File: src/hdl/bud_pkg.sv
`default_nettype none
// ----------------------------------------------------------------------------
// bud_pkg
// Shared types and byte codes for the byte-unstuffing deframer.
// ----------------------------------------------------------------------------
package bud_pkg;

  // Line codes
  localparam logic [7:0] FLAG_BYTE = 8'h7E;
  localparam logic [7:0] ESC_BYTE  = 8'h7D;
  localparam logic [7:0] ESC_XOR   = 8'h20;
  localparam logic [7:0] ESC_OK_A  = 8'h5D;
  localparam logic [7:0] ESC_OK_B  = 8'h5E;

  // Result kinds
  localparam logic [1:0] KIND_NONE  = 2'd0;
  localparam logic [1:0] KIND_DATA  = 2'd1;
  localparam logic [1:0] KIND_END   = 2'd2;
  localparam logic [1:0] KIND_ERROR = 2'd3;

  // Decoder modes
  localparam logic [1:0] MODE_READING = 2'd0;
  localparam logic [1:0] MODE_ESCAPE  = 2'd1;
  localparam logic [1:0] MODE_DONE    = 2'd2;

  typedef struct packed {
    logic [1:0] kind;
    logic [7:0] data_byte;
    logic [7:0] frame_length;
    logic       frame_ok;
  } bud_result_t;

endpackage
`default_nettype wire

File: src/hdl/bud_in_reg.sv
`default_nettype none
// ----------------------------------------------------------------------------
// bud_in_reg
// Input register: captures one line byte per beat and holds it until the
// decoder takes it.
// ----------------------------------------------------------------------------
module bud_in_reg (
  input  wire logic       clk,
  input  wire logic       rst_n,
  input  wire logic       in_valid,
  input  wire logic [7:0] in_line_byte,
  input  wire logic       take,
  output logic            ready,
  output logic            valid_r,
  output logic [7:0]      byte_r
);

  logic       valid_nxt;
  logic [7:0] byte_nxt;
  logic       load;

  // Free when empty or when the held byte leaves this cycle.
  assign ready = !valid_r || take;
  assign load  = in_valid && ready;

  always_comb begin
    valid_nxt = valid_r;
    byte_nxt  = byte_r;
    if (load) begin
      valid_nxt = 1'b1;
      byte_nxt  = in_line_byte;
    end else if (take) begin
      valid_nxt = 1'b0;
    end
  end

  always_ff @(posedge clk) begin
    if (!rst_n) begin
      valid_r <= 1'b0;
    end else begin
      valid_r <= valid_nxt;
    end
  end

  always_ff @(posedge clk) begin
    byte_r <= byte_nxt;
  end

endmodule
`default_nettype wire

File: src/hdl/bud_decoder.sv
`default_nettype none
// ----------------------------------------------------------------------------
// bud_decoder
// Unstuffing state (mode, payload count) and the single-pass decode of one
// byte into one result.
// ----------------------------------------------------------------------------
module bud_decoder #(
  parameter int FRAME_MAX = 256
) (
  input  wire logic            clk,
  input  wire logic            rst_n,
  input  wire logic            fire,
  input  wire logic [7:0]      line_byte,
  output bud_pkg::bud_result_t result
);
  import bud_pkg::*;

  localparam int CNT_W = $clog2(FRAME_MAX);
  localparam int LEN_W = (CNT_W > 8) ? CNT_W : 8;

  logic [1:0]       mode_r, mode_nxt;
  logic [CNT_W-1:0] cnt_r, cnt_nxt;

  logic [1:0]       mode_eff;
  logic [CNT_W-1:0] cnt_eff;
  logic [CNT_W:0]   cnt_inc;
  logic [LEN_W-1:0] cnt_ext;
  logic [7:0]       len_sat;
  logic [7:0]       value;
  logic             esc_ok;

  always_comb begin
    // A finished frame restarts on the next byte.
    mode_eff = (mode_r == MODE_DONE) ? MODE_READING : mode_r;
    cnt_eff  = (mode_r == MODE_DONE) ? '0 : cnt_r;
    cnt_inc  = {1'b0, cnt_eff} + (CNT_W+1)'(1);
    cnt_ext  = LEN_W'(cnt_eff);
    len_sat  = (cnt_ext > LEN_W'(255)) ? 8'hFF : cnt_ext[7:0];
    esc_ok   = (line_byte == ESC_OK_A) || (line_byte == ESC_OK_B);
    value    = (mode_eff == MODE_ESCAPE) ? (line_byte ^ ESC_XOR) : line_byte;

    result   = '0;
    mode_nxt = MODE_READING;
    cnt_nxt  = cnt_eff;

    if (line_byte == FLAG_BYTE) begin
      result.kind         = KIND_END;
      result.frame_length = len_sat;
      result.frame_ok     = (cnt_eff != '0);
      mode_nxt            = MODE_DONE;
    end else if (line_byte == ESC_BYTE) begin
      result.kind = KIND_NONE;
      mode_nxt    = MODE_ESCAPE;
    end else if ((mode_eff == MODE_ESCAPE) && !esc_ok) begin
      result.kind = KIND_ERROR;
      cnt_nxt     = '0;
    end else if (cnt_inc >= (CNT_W+1)'(FRAME_MAX)) begin
      // Frame overrun: drop the byte and report it.
      result.kind = KIND_ERROR;
      cnt_nxt     = '0;
    end else begin
      result.kind      = KIND_DATA;
      result.data_byte = value;
      cnt_nxt          = cnt_inc[CNT_W-1:0];
    end
  end

  always_ff @(posedge clk) begin
    if (!rst_n) begin
      mode_r <= MODE_READING;
      cnt_r  <= '0;
    end else if (fire) begin
      mode_r <= mode_nxt;
      cnt_r  <= cnt_nxt;
    end
  end

endmodule
`default_nettype wire

File: src/hdl/bud_out_reg.sv
`default_nettype none
// ----------------------------------------------------------------------------
// bud_out_reg
// Result register: holds one result beat until the sink takes it.
// ----------------------------------------------------------------------------
module bud_out_reg (
  input  wire logic                 clk,
  input  wire logic                 rst_n,
  input  wire logic                 load_valid,
  input  wire bud_pkg::bud_result_t load_res,
  input  wire logic                 out_stall,
  output logic                      ready,
  output logic                      valid_r,
  output bud_pkg::bud_result_t      res_r
);
  import bud_pkg::*;

  logic        valid_nxt;
  bud_result_t res_nxt;
  logic        load;

  assign ready = !valid_r || !out_stall;
  assign load  = load_valid && ready;

  always_comb begin
    valid_nxt = valid_r;
    res_nxt   = res_r;
    if (load) begin
      valid_nxt = 1'b1;
      res_nxt   = load_res;
    end else if (!out_stall) begin
      valid_nxt = 1'b0;
    end
  end

  always_ff @(posedge clk) begin
    if (!rst_n) begin
      valid_r <= 1'b0;
    end else begin
      valid_r <= valid_nxt;
    end
  end

  always_ff @(posedge clk) begin
    res_r <= res_nxt;
  end

endmodule
`default_nettype wire

File: src/hdl/byte_unstuffing_deframer.sv
`default_nettype none
// ----------------------------------------------------------------------------
// byte_unstuffing_deframer
// HDLC-style byte unstuffing of a received line stream, one result per byte.
// ----------------------------------------------------------------------------
// Every line byte accepted on the in_ channel yields exactly one result beat
// on the out_ channel, in order. kind tells what the byte did: 0 consumed
// (an escape byte), 1 a decoded payload byte on out_data_byte, 2 a frame end
// (flag 0x7E) with out_frame_length and out_frame_ok, 3 an error (bad escaped
// byte, or a payload reaching FRAME_MAX bytes), which drops the partial
// frame. The block takes one byte per clock when the sink does not stall.
// A byte is held in the input register and then moves into the result
// register, from which its result beat is presented; a stall on the out_
// channel can hold it in either register. The decode itself is a single
// compare/increment step on the mode and payload count between the two
// registers, and that state is updated as each byte moves on, so the input
// register can take a new byte while the last one moves on.
// ----------------------------------------------------------------------------
module byte_unstuffing_deframer #(
  parameter int FRAME_MAX = 256
) (
  input  wire logic       clk,
  input  wire logic       rst_n,
  // Line byte channel
  input  wire logic       in_valid,
  output logic            in_stall,
  input  wire logic [7:0] in_line_byte,
  // Result channel
  output logic            out_valid,
  input  wire logic       out_stall,
  output logic [1:0]      out_kind,
  output logic [7:0]      out_data_byte,
  output logic [7:0]      out_frame_length,
  output logic            out_frame_ok
);
  import bud_pkg::*;

  logic        in_ready;
  logic        hold_valid_r;
  logic [7:0]  hold_byte_r;
  logic        res_ready;
  logic        dec_fire;
  bud_result_t dec_res;
  bud_result_t res_r;

  // Advance the held byte into the result register whenever that register
  // is empty or its beat is being taken this cycle.
  assign dec_fire = hold_valid_r && res_ready;
  assign in_stall = !in_ready;

  bud_in_reg u_in_reg (
    .clk          (clk),
    .rst_n        (rst_n),
    .in_valid     (in_valid),
    .in_line_byte (in_line_byte),
    .take         (dec_fire),
    .ready        (in_ready),
    .valid_r      (hold_valid_r),
    .byte_r       (hold_byte_r)
  );

  // Decode state updates only when a byte actually moves on.
  bud_decoder #(
    .FRAME_MAX (FRAME_MAX)
  ) u_decoder (
    .clk       (clk),
    .rst_n     (rst_n),
    .fire      (dec_fire),
    .line_byte (hold_byte_r),
    .result    (dec_res)
  );

  bud_out_reg u_out_reg (
    .clk        (clk),
    .rst_n      (rst_n),
    .load_valid (hold_valid_r),
    .load_res   (dec_res),
    .out_stall  (out_stall),
    .ready      (res_ready),
    .valid_r    (out_valid),
    .res_r      (res_r)
  );

  assign out_kind         = res_r.kind;
  assign out_data_byte    = res_r.data_byte;
  assign out_frame_length = res_r.frame_length;
  assign out_frame_ok     = res_r.frame_ok;

endmodule
`default_nettype wire
File: config.mk
export PLATFORM = sky130hd
export DESIGN_NAME = byte_unstuffing_deframer
export DESIGN_NICKNAME = d
export VERILOG_FILES = /design/src/hdl/bud_pkg.sv /design/src/hdl/bud_in_reg.sv /design/src/hdl/bud_decoder.sv /design/src/hdl/bud_out_reg.sv /design/src/hdl/byte_unstuffing_deframer.sv
export SDC_FILE = /design/constraint.sdc
export NUM_CORES = 1
export LEC_CHECK = 0
export BUFFER_PORTS_ARGS = -buffer_cell sky130_fd_sc_hd__buf_2
export CAP_MARGIN = 5
export CORE_MARGIN = 2
export CORE_UTILIZATION = 60
export CTS_BUF_LIST = sky130_fd_sc_hd__clkbuf_8
export DETAILED_ROUTE_END_ITERATION = 8
export PLACE_DENSITY = 0.83
export RECOVER_POWER = 25
export SLEW_MARGIN = 0
export SYNTH_ARGS = -nofsm -noshare
export SYNTH_HDL_FRONTEND = slang
export SYNTH_SLANG_ARGS = --single-unit
File: constraint.sdc
create_clock -name clk -period 3.1 [get_ports clk]
set_input_delay 0.62 -clock clk [delete_from_list [all_inputs] [get_ports clk]]
set_output_delay 0.62 -clock clk [all_outputs]
set_load 0.01 [all_outputs]
### Word-level counts from Yosys, hierarchy flattened

Index checks and enable logic that the tools add are counted.

| storage, ports and cells | value |
|---|---|
| register bits | 39 |
| latch bits | 0 |
| RAM bits | 0 |
| bits in read-only memories | 0 |
| input bits | 12 |
| word-level logic and storage cells | 53 |
| memories | 0 |

| cells by class | value |
|---|---|
| $add $sub $neg | 1 |
| $mul | 0 |
| divide/modulo/power cells | 0 |
| $lt $le $gt $ge | 2 |
| equality and inequality tests | 7 |
| shifts and indexed selects | 0 |
| muxes and demuxes | 17 |
| bitwise operators | 1 |
| reductions and logical operators | 15 |

Operator list:

| operator | count |
|---|---|
| two-way mux 8 bit | 6 |
| == test 8 x 7 -> 1 bit (second input constant) | 4 |
| two-way mux 2 bit | 5 |
| adder 8 x 1 -> 9 bit (second input constant) | 1 |
| greater-or-equal comparator 9 bit (second input constant) | 1 |
| > comparator 8 bit (second input constant) | 1 |
| nonzero test 8 bit | 1 |
| two-way mux 6 bit | 1 |
| logical NOT 1 bit | 5 |
| two-way mux 1 bit | 5 |
| OR reduction 4 bit | 1 |
| logical AND 1 bit | 3 |
| logical OR 1 bit | 3 |
| == test 2 x 1 -> 1 bit (second input constant) | 1 |
| == test 2 bit (second input constant) | 1 |
| != test 2 x 1 -> 1 bit (second input constant) | 1 |
| nonzero test 2 bit | 1 |
| OR reduction 2 bit | 1 |
| NOT 1 bit | 1 |

### Longest topological paths before layout

Gate-level depths: netlist of the first run.

| logic depth | value |
|---|---|
| depth after elaboration | 8 |
| mapped depth | 7 |
| depth with buffers taken out | 7 |

### Hierarchy

Synthesis of the first run repeated with hierarchy kept, for this count alone.

| unflattened totals | value |
|---|---|
| cell total of the unflattened synthesis | 151 |
| area, all modules | 1789.2 µm² |

By module, submodules not included:

| module | instances | cells each | area each (µm²) | seq. area each (µm²) |
|---|---|---|---|---|
| bud_decoder | 1 | 112 | 869.6 | 200.2 |
| bud_out_reg | 1 | 24 | 611.8 | 590.6 |
| bud_in_reg | 1 | 13 | 297.8 | 260.2 |
| byte_unstuffing_deframer | 1 | 2 | 10.0 | 0.0 |

### Least setup slack after synthesis of the first run

OpenSTA, ideal clock, no wires.

| timing | value |
|---|---|
| path type | input to register |
| start | input port out_stall |
| end | register u_decoder.cnt_r[2] |
| library setup time | 0.074 ns |
| arrival | 2.044 ns |
| data required time | 3.026 ns |
| setup slack | 0.982 ns |
| cell stages on the path | 7 |
| path buffers | 0 |
| path through | nand2_1 nand2_1 inv_1 nand3_1 nor4_1 a31oi_1 a31oi_1 |

| on the way | value |
|---|---|
| word-level cells in the longest chain between the ends | 3 |

Ends and longest elaborated chain:

| element | RTL line | source |
|---|---|---|
| from (decl) | byte_unstuffing_deframer.sv:30 | `input wire logic out_stall,` |
| logical NOT 1 bit | bud_out_reg.sv:22 | `assign ready = !valid_r \|\| !out_stall;` |
| logical OR 1 bit | bud_out_reg.sv:22 |  |
| logical AND 1 bit | byte_unstuffing_deframer.sv:48 | `assign dec_fire = hold_valid_r && res_ready;` |
| net dec_fire | byte_unstuffing_deframer.sv:42 | `logic dec_fire;` |
| to (signal assigned) | bud_decoder.sv:74 | `cnt_r <= cnt_nxt;` |
| to (decl) | bud_decoder.sv:22 | `logic [CNT_W-1:0] cnt_r, cnt_nxt;` |

The timed path passes the listed nets, and every way through them passes these cells.
A chain may end at the register's enable or synchronous reset.

### Worst setup path in the final report of the first run

| timing | value |
|---|---|
| start | register u_in_reg.byte_r[5] |
| end | register, netlist name u_out_reg.res_r[9] |

| on the way | value |
|---|---|
| word-level cells in the longest chain between the ends | 5 |
| elaborated cells between the ends (all ways) | 8 |

Ends and longest elaborated chain:

| element | RTL line | source |
|---|---|---|
| from (decl) | bud_in_reg.sv:15 | `output logic [7:0] byte_r` |
| from (signal assigned) | bud_in_reg.sv:46 | `byte_r <= byte_nxt;` |
| == test 8 x 7 -> 1 bit | bud_decoder.sv:39 | `esc_ok = (line_byte == ESC_OK_A) \|\| (line_byte == ESC_OK_B);` |
| logical OR 1 bit | bud_decoder.sv:39 |  |
| logical NOT 1 bit | bud_decoder.sv:54 | `end else if ((mode_eff == MODE_ESCAPE) && !esc_ok) begin` |
| logical AND 1 bit | bud_decoder.sv:54 |  |
| OR reduction 4 bit (no line) (*) | -- |  |

Mark *: on every way between the ends. The rest lies on a longest branch, timed or not.

==> summary.txt, run 1 <==
Critical path
  – CP endpoint kind: register
  – Crit path DAT: 2.17 ns
  – WS Path Type: reg2reg
  – Setup crit start kind: register
  – Worst Path Required: 3.25 ns
  – Worst reg2reg path depth: 4
  – Critical Path Fanout Max: 7

Clocking
  – Clock sink count: 39
  – Postcts setup bufs: 0
  – Clock root cell: clkbuf_8
  – Number of buffers created by CTS: 5
  – CTS tree: built
  – CTS HTree Levels: 2
  – Clk buf depth: 2
  – Worst-path clk slew: 0.07 ns
  – Worst-Skew Late Latency: 0.29 ns
  – Resize count post-CTS: 0
  – Hold_buf cts: 0

Layout
  – Layout area overhead: 14.2%
  – Area occupied by multi-input gates: 638 sq um
  – Fillers: 216
  – Seq. cell area: 1050 sq um
  – Antenna Diode Count: 0
  – Fraction of layout cells with a size suffix above 1: 18.8%
  – Layout net count: 197

Synth
  – Synth top area cells: edfxtp_1, dfxtp_1, and2_1, nand2_1, a31oi_1
  – Adder-Cell Fraction of Synth Area: 0%
  – Largest family of logic cells by synthesized area: simple AND/OR/NAND/NOR gates
  – Synth Area per Inst: 11.5 sq um
  – Net Count, Synth: 162
  – Netlist Area Pre-Place: 1730 sq um
  – Fraction of registers with async set/reset: 0%
  – Mux share of post-synthesis cell area: 0%
  – Compound-gate portion of the synthesized area: 11.2%
  – Synth top area share: 46.9%
  – Post-synthesis register bit count: 39
  – Synth warn: 0
  – Seq/Total Area, Yosys: 60.7%
  – Synth unique cells: 39
  – Mapped Cells: 150
  – Top FF cell, synth: edfxtp_1
  – Cell accounting for the most synthesized area: edfxtp_1
  – Number of synthesized flops with an enable pin: 27
  – Post-Synth Simple-Gate Area: 24.7%
  – Post-Synth XOR/XNOR Area: 1.01%

Route
  – Total wire length: 3.17 mm
  – Via count: 1284
  – DRC viols: 0
  – DRT antenna net count: 0
  – Initial DRC Count: 43
  – DR pass1 iterations: 4
  – Post-DR vias/cell: 5.92
  – Routed WL per cell: 14.6 um

Floorplan
  – Die Wd: 57.7 um
  – Core Rows: 19
  – Starting Density: 62.7%
  – Ports: 33
  – Total core area: 2760 sq um
  – Die Ht: 57.7 um
  – Die area: 3330 sq um

Timing
  – Fin. Hold Viols: 0
  – Clk_skew: 0.00512 ns
  – Worst-Margin Slew: 0.678 ns
  – Final slew viol count: 0
  – Setup ws final: 1.08 ns
  – Fmax: 0.496 GHz
  – Relative slew slack: 54.4%
  – Fin Setup TNS: 0 ns
  – RSZ-0062 raised after global routing: no
  – Tcrit/Tclk final: 65.0%
  – WHS: 0.503 ns
  – Setup-failing EPs final: 0
  – Min Tclk post-route: 2.02 ns

Pwr
  – Overall Power: 0.982 mW
  – VDD IR-drop max: 495 uV
  – Pwr Density: 497 nW/um^2
  – Leakage: 0.743 nW

Min path
  – Hold path depth: 1
  – Worst Hold Class: in2reg

GRT
  – Met3 Use GR: 7.59%
  – Met2 usage: 33.3%
  – GRT overflow: 0
  – Gr busiest metal: met2
  – GR Util met1: 26.9%
  – Total GRT Usage: 21.8%
  – Initial antenna violation count: 0
  – Vias in the first global route: 1205
  – Pin count of the biggest net entering global routing: 24
  – First-pass GRT wire length: 5.35 mm

Placed design
  – Gp weighted congestion: 0.820
  – Dpl ws: 1.05 ns
  – I/O Buffers: 32
  – DP Wirelength: 2.29 mm

Run status
  – Status: finished clean

Job
  – Count of max-cap constraint violations: 0
[flip-flops by register name (all words and copies together), names as in the netlist]
name               count
u_out_reg.valid_r      1
u_in_reg.valid_r       1
u_in_reg.byte_r        8
u_decoder.cnt_r        8
u_out_reg.res_r       19
u_decoder.mode_r       2
[cells in the final DEF, fill, tap and decap left out, types with 6 or more instances in the layout]
cell type and count:
nand2_1 16, nor4_1 6, and2_1 13, dfxtp_1 12, edfxtp_1 27, a31oi_1 7
clkbuf_1 10, buf_2 22, nor2_1 9
[worst paths after layout]
| kind | startpoint | endpoint | slack, ns |
|---|---|---|---|
| max reg2reg | u_in_reg.byte_r[5] | u_out_reg.res_r[9] | 1.08 |
| min reg2reg | u_decoder.mode_r[0] | u_decoder.mode_r[0] | 0.51 |
| max | u_in_reg.byte_r[5] | u_out_reg.res_r[9] | 1.08 |
| min | in_line_byte[1] | u_in_reg.byte_r[1] | 0.50 |
[cell type report]
class / count / share of cell area (%)
Tap cell: 31 / 1.96
Clock inverter: 3 / 0.570
Timing Repair Buffer: 33 / 7.85
Multi-Input combinational cell: 103 / 32.3
Inverter: 3 / 0.696
Sequential cell: 39 / 53.2
Clock buffer: 5 / 3.48
[synth_stat cells, types with 3 or more instances]
cell,number
edfxtp_1,27
nand2_1,16
and2_1,13
dfxtp_1,12
nor2_1,9
a31oi_1,7
nor4_1,6
o21ai_0,5
a21oi_1,4
nand3_1,4
nor2b_1,4
a211oi_1,3
nand2b_1,3
nor3_1,3
[worst max-delay path, stage by stage (launching register included)]
cell and delay, ns:
edfxtp_1 0.46, nor4bb_1 0.32, a31oi_1 0.24, nor3_1 0.63
and2_1 0.24
[stage by stage]
stage / cell area (sq um) / util [%] / cells
detailed placement: 1910 / 69.2 / 209
global route: 1980 / 71.7 / 217
global placement: 1910 / 69.2 / 209
floorplan: 1730 / - / 150
CTS: 1990 / 72.1 / 217
finish: 1980 / 71.7 / 217
[per-layer routing]
layer  part of all wire [%]  wire length, um
met5                      0                0
met2                     49             1550
met4                    2.3               73
met1                     42             1330
met3                    7.1              225
[cell families after synthesis]
kind of cell	Yosys count
xor gates and xnor gates	2
AOI/OAI and AO/OA	28
DFF	39
buffers and inverters	8
and+or+nand+nor	73
[report_power, final]
| group | total [mW] | switching (mW) | internal, mW | leakage, nW |
|---|---|---|---|---|
| clock network | 0.312 | 0.162 | 0.150 | 0.0519 |
| registers | 0.600 | 0.0191 | 0.581 | 0.352 |
| logic | 0.0697 | 0.0407 | 0.0290 | 0.339 |
Note: power is estimated with default switching activity, not from simulation.
==> run 2, diff against run 1 <==
CORE_UTILIZATION = 56   (was 60)
PLACE_DENSITY = 0.79   (was 0.83)
clock period = 2 ns   (was 3.1 ns; I/O delays follow)
==> run 2 against run 1 <==
Against the previous run: cell area increased by 3.5%; maximum frequency increased by 7.8%; first-iteration DRC count increased by 49%; register-to-register slack got worse by 0.95 ns; critical path type unchanged; largest cell class unchanged; highest routed layer unchanged.
==> summary.txt, run 2 (synthesis gave the netlist of run 1 again) <==
Pwr
  – Leakage: 0.791 nW
  – Pwr Density: 750 nW/um^2
  – VDD IR-drop max: 402 uV

Route
  – Post-DR vias/cell: 5.78
  – Via count: 1312
  – Initial DRC Count: 64
  – DRT antenna net count: 0
  – DR pass1 iterations: 5
  – Routed WL per cell: 14.4 um
  – DRC viols: 0
  – Total wire length: 3.27 mm

Layout
  – Most common cell after layout, fill and taps aside: buf_2
  – Largest Register: u_out_reg.res_r
  – Final std cells w/o fill: 227
  – Most frequent cells in the layout: buf_2, edfxtp_1, nand2_1
  – Layout net count: 205
  – Post-route design area: 2050 sq um
  – Layout Utilization: 68.2%
  – Antenna Diode Count: 0
  – Largest regs: u_out_reg.res_r (19), u_decoder.cnt_r (8), u_in_reg.byte_r (8)
  – Fraction of layout cells with a size suffix above 1: 26.3%
  – Layout area overhead: 18.3%
  – Max reg flops: 19

Critical path
  – Critical-path cell list: xor2_1, a31oi_1, nor4_1, a2111oi_0, a211oi_1
  – Worst R2R Setup Slack: 0.13 ns
  – Buf+Inv Stages, Crit Path: 0
  – Crit path DAT: 2.03 ns
  – Worst reg2reg path depth: 5
  – FF-to-FF End: u_decoder.cnt_r[4]
  – Crit. Startpoint: u_in_reg.byte_r[0]
  – Setup crit start kind: register
  – WS Path Type: reg2reg
  – Reg2reg start: u_in_reg.byte_r[0]
  – Worst Path Required: 2.16 ns
  – Crit. path cell count: 5
  – Critical Path End: u_decoder.cnt_r[4]
  – CP peak stage delay: 0.49 ns
  – Slowest-stage cell, CP: a31oi_1
  – CP endpoint kind: register
  – Critical Path Fanout Max: 7
  – CP top delay family: compound AO/OA/AOI/OAI gates

Clocking
  – Postcts setup bufs: 0
  – Worst-Skew Late Latency: 0.29 ns
  – Clk buf depth: 2
  – Hold_buf cts: 0
  – Number of buffers created by CTS: 5
  – Worst-path clk slew: 0.07 ns
  – Clock root cell: clkbuf_8
  – CTS HTree Levels: 2
  – Clock sink count: 39
  – CTS tree: built

Timing
  – Fmax: 0.535 GHz
  – Fin Setup TNS: 0 ns
  – Tcrit/Tclk final: 93.5%
  – Fin. Hold Viols: 0
  – Clk_skew: 0.00582 ns
  – Worst-Margin Slew: 0.541 ns
  – Setup-failing EPs final: 0
  – Final slew viol count: 0
  – RSZ-0062 raised after global routing: no
  – Relative slew slack: 63.7%
  – Min Tclk post-route: 1.87 ns

Floorplan
  – Starting Density: 57.6%
  – Core Rows: 20
  – Die Wd: 59.6 um
  – Die area: 3550 sq um
  – Ports: 33
  – Total core area: 3000 sq um
  – Die Ht: 59.6 um

Min path
  – Worst Hold Class: in2reg
  – HP Start: in_line_byte[2]
  – Hold path depth: 1

Placed design
  – I/O Buffers: 32
  – # placed instances: 219
  – DP Wirelength: 2.40 mm
  – Gp weighted congestion: 0.856
  – Post-DP Area: 1970 sq um

GRT
  – First-pass GRT wire length: 5.29 mm
  – GRT overflow: 0
  – Vias in the first global route: 1214
  – Pin count of the biggest net entering global routing: 24
  – Total GRT Usage: 21.0%
  – Initial antenna violation count: 0

Run status
  – Status: finished clean

Job
  – Count of max-cap constraint violations: 0
-- run 2: cell count changes in the layout (fill, tap and decap cells not counted) --
cell	previous run	this run
and3_2	0	1
and3_1	2	1
clkinv_2	0	1
buf_4	1	8
clkinv_1	0	1
buf_2	22	29
inv_1	5	3
clkbuf_1	10	4
-- run 2: area by class of cell --
| cell class | count | area (sq um) |
|---|---|---|
| Timing Repair Buffer | 41 | 220 |
| Fill cell | 245 | 956 |
| Multi-Input combinational cell | 103 | 639 |
| Tap cell | 33 | 41.3 |
| Clock buffer | 5 | 68.8 |
| Clock inverter | 3 | 12.5 |
| Inverter | 3 | 13.8 |
| Sequential cell | 39 | 1050 |
-- run 2: stage by stage --
stage	hold WS [ns]	power [mW]	worst slack, ns
3_5_place_dp	0.485	1.07	0.139
5_1_grt	0.266	1.60	0.00946
4_1_cts	0.267	1.55	0.108
6_report	0.280	1.54	0.129
3_3_place_gp	0.478	1.06	0.259
2_1_floorplan	0.459	1.01	0.102
-- run 2: worst min-delay path by stage --
stage / endpoint / slack, ns
3_5_place_dp: u_decoder.mode_r[0] / 0.48
4_1_cts: u_in_reg.byte_r[3] / 0.27
2_1_floorplan: u_decoder.cnt_r[5] / 0.46
5_1_grt: u_in_reg.byte_r[5] / 0.27
3_3_place_gp: u_decoder.mode_r[0] / 0.48
6_report: u_in_reg.byte_r[2] / 0.28
-- run 2: what timing repair did --
action,in CTS,in global routing
setup endpoints to repair,0,3
hold endpoints to repair,0,0
gates resized for setup,0,1
-- run 2: power by group --
group          switching [mW]  total, mW  internal (mW)
clock network           0.251      0.485          0.234
registers              0.0232      0.924          0.901
logic                  0.0722      0.126         0.0542
-- run 2: per-layer routing --
metal	GRT usage (%)	up-vias	part of all wire, %
li1	-	642	-
met1	23.1	609	39
met2	36.7	55	54
met3	6.77	6	5.7
met4	9.21	0	1.4
met5	0	-	0
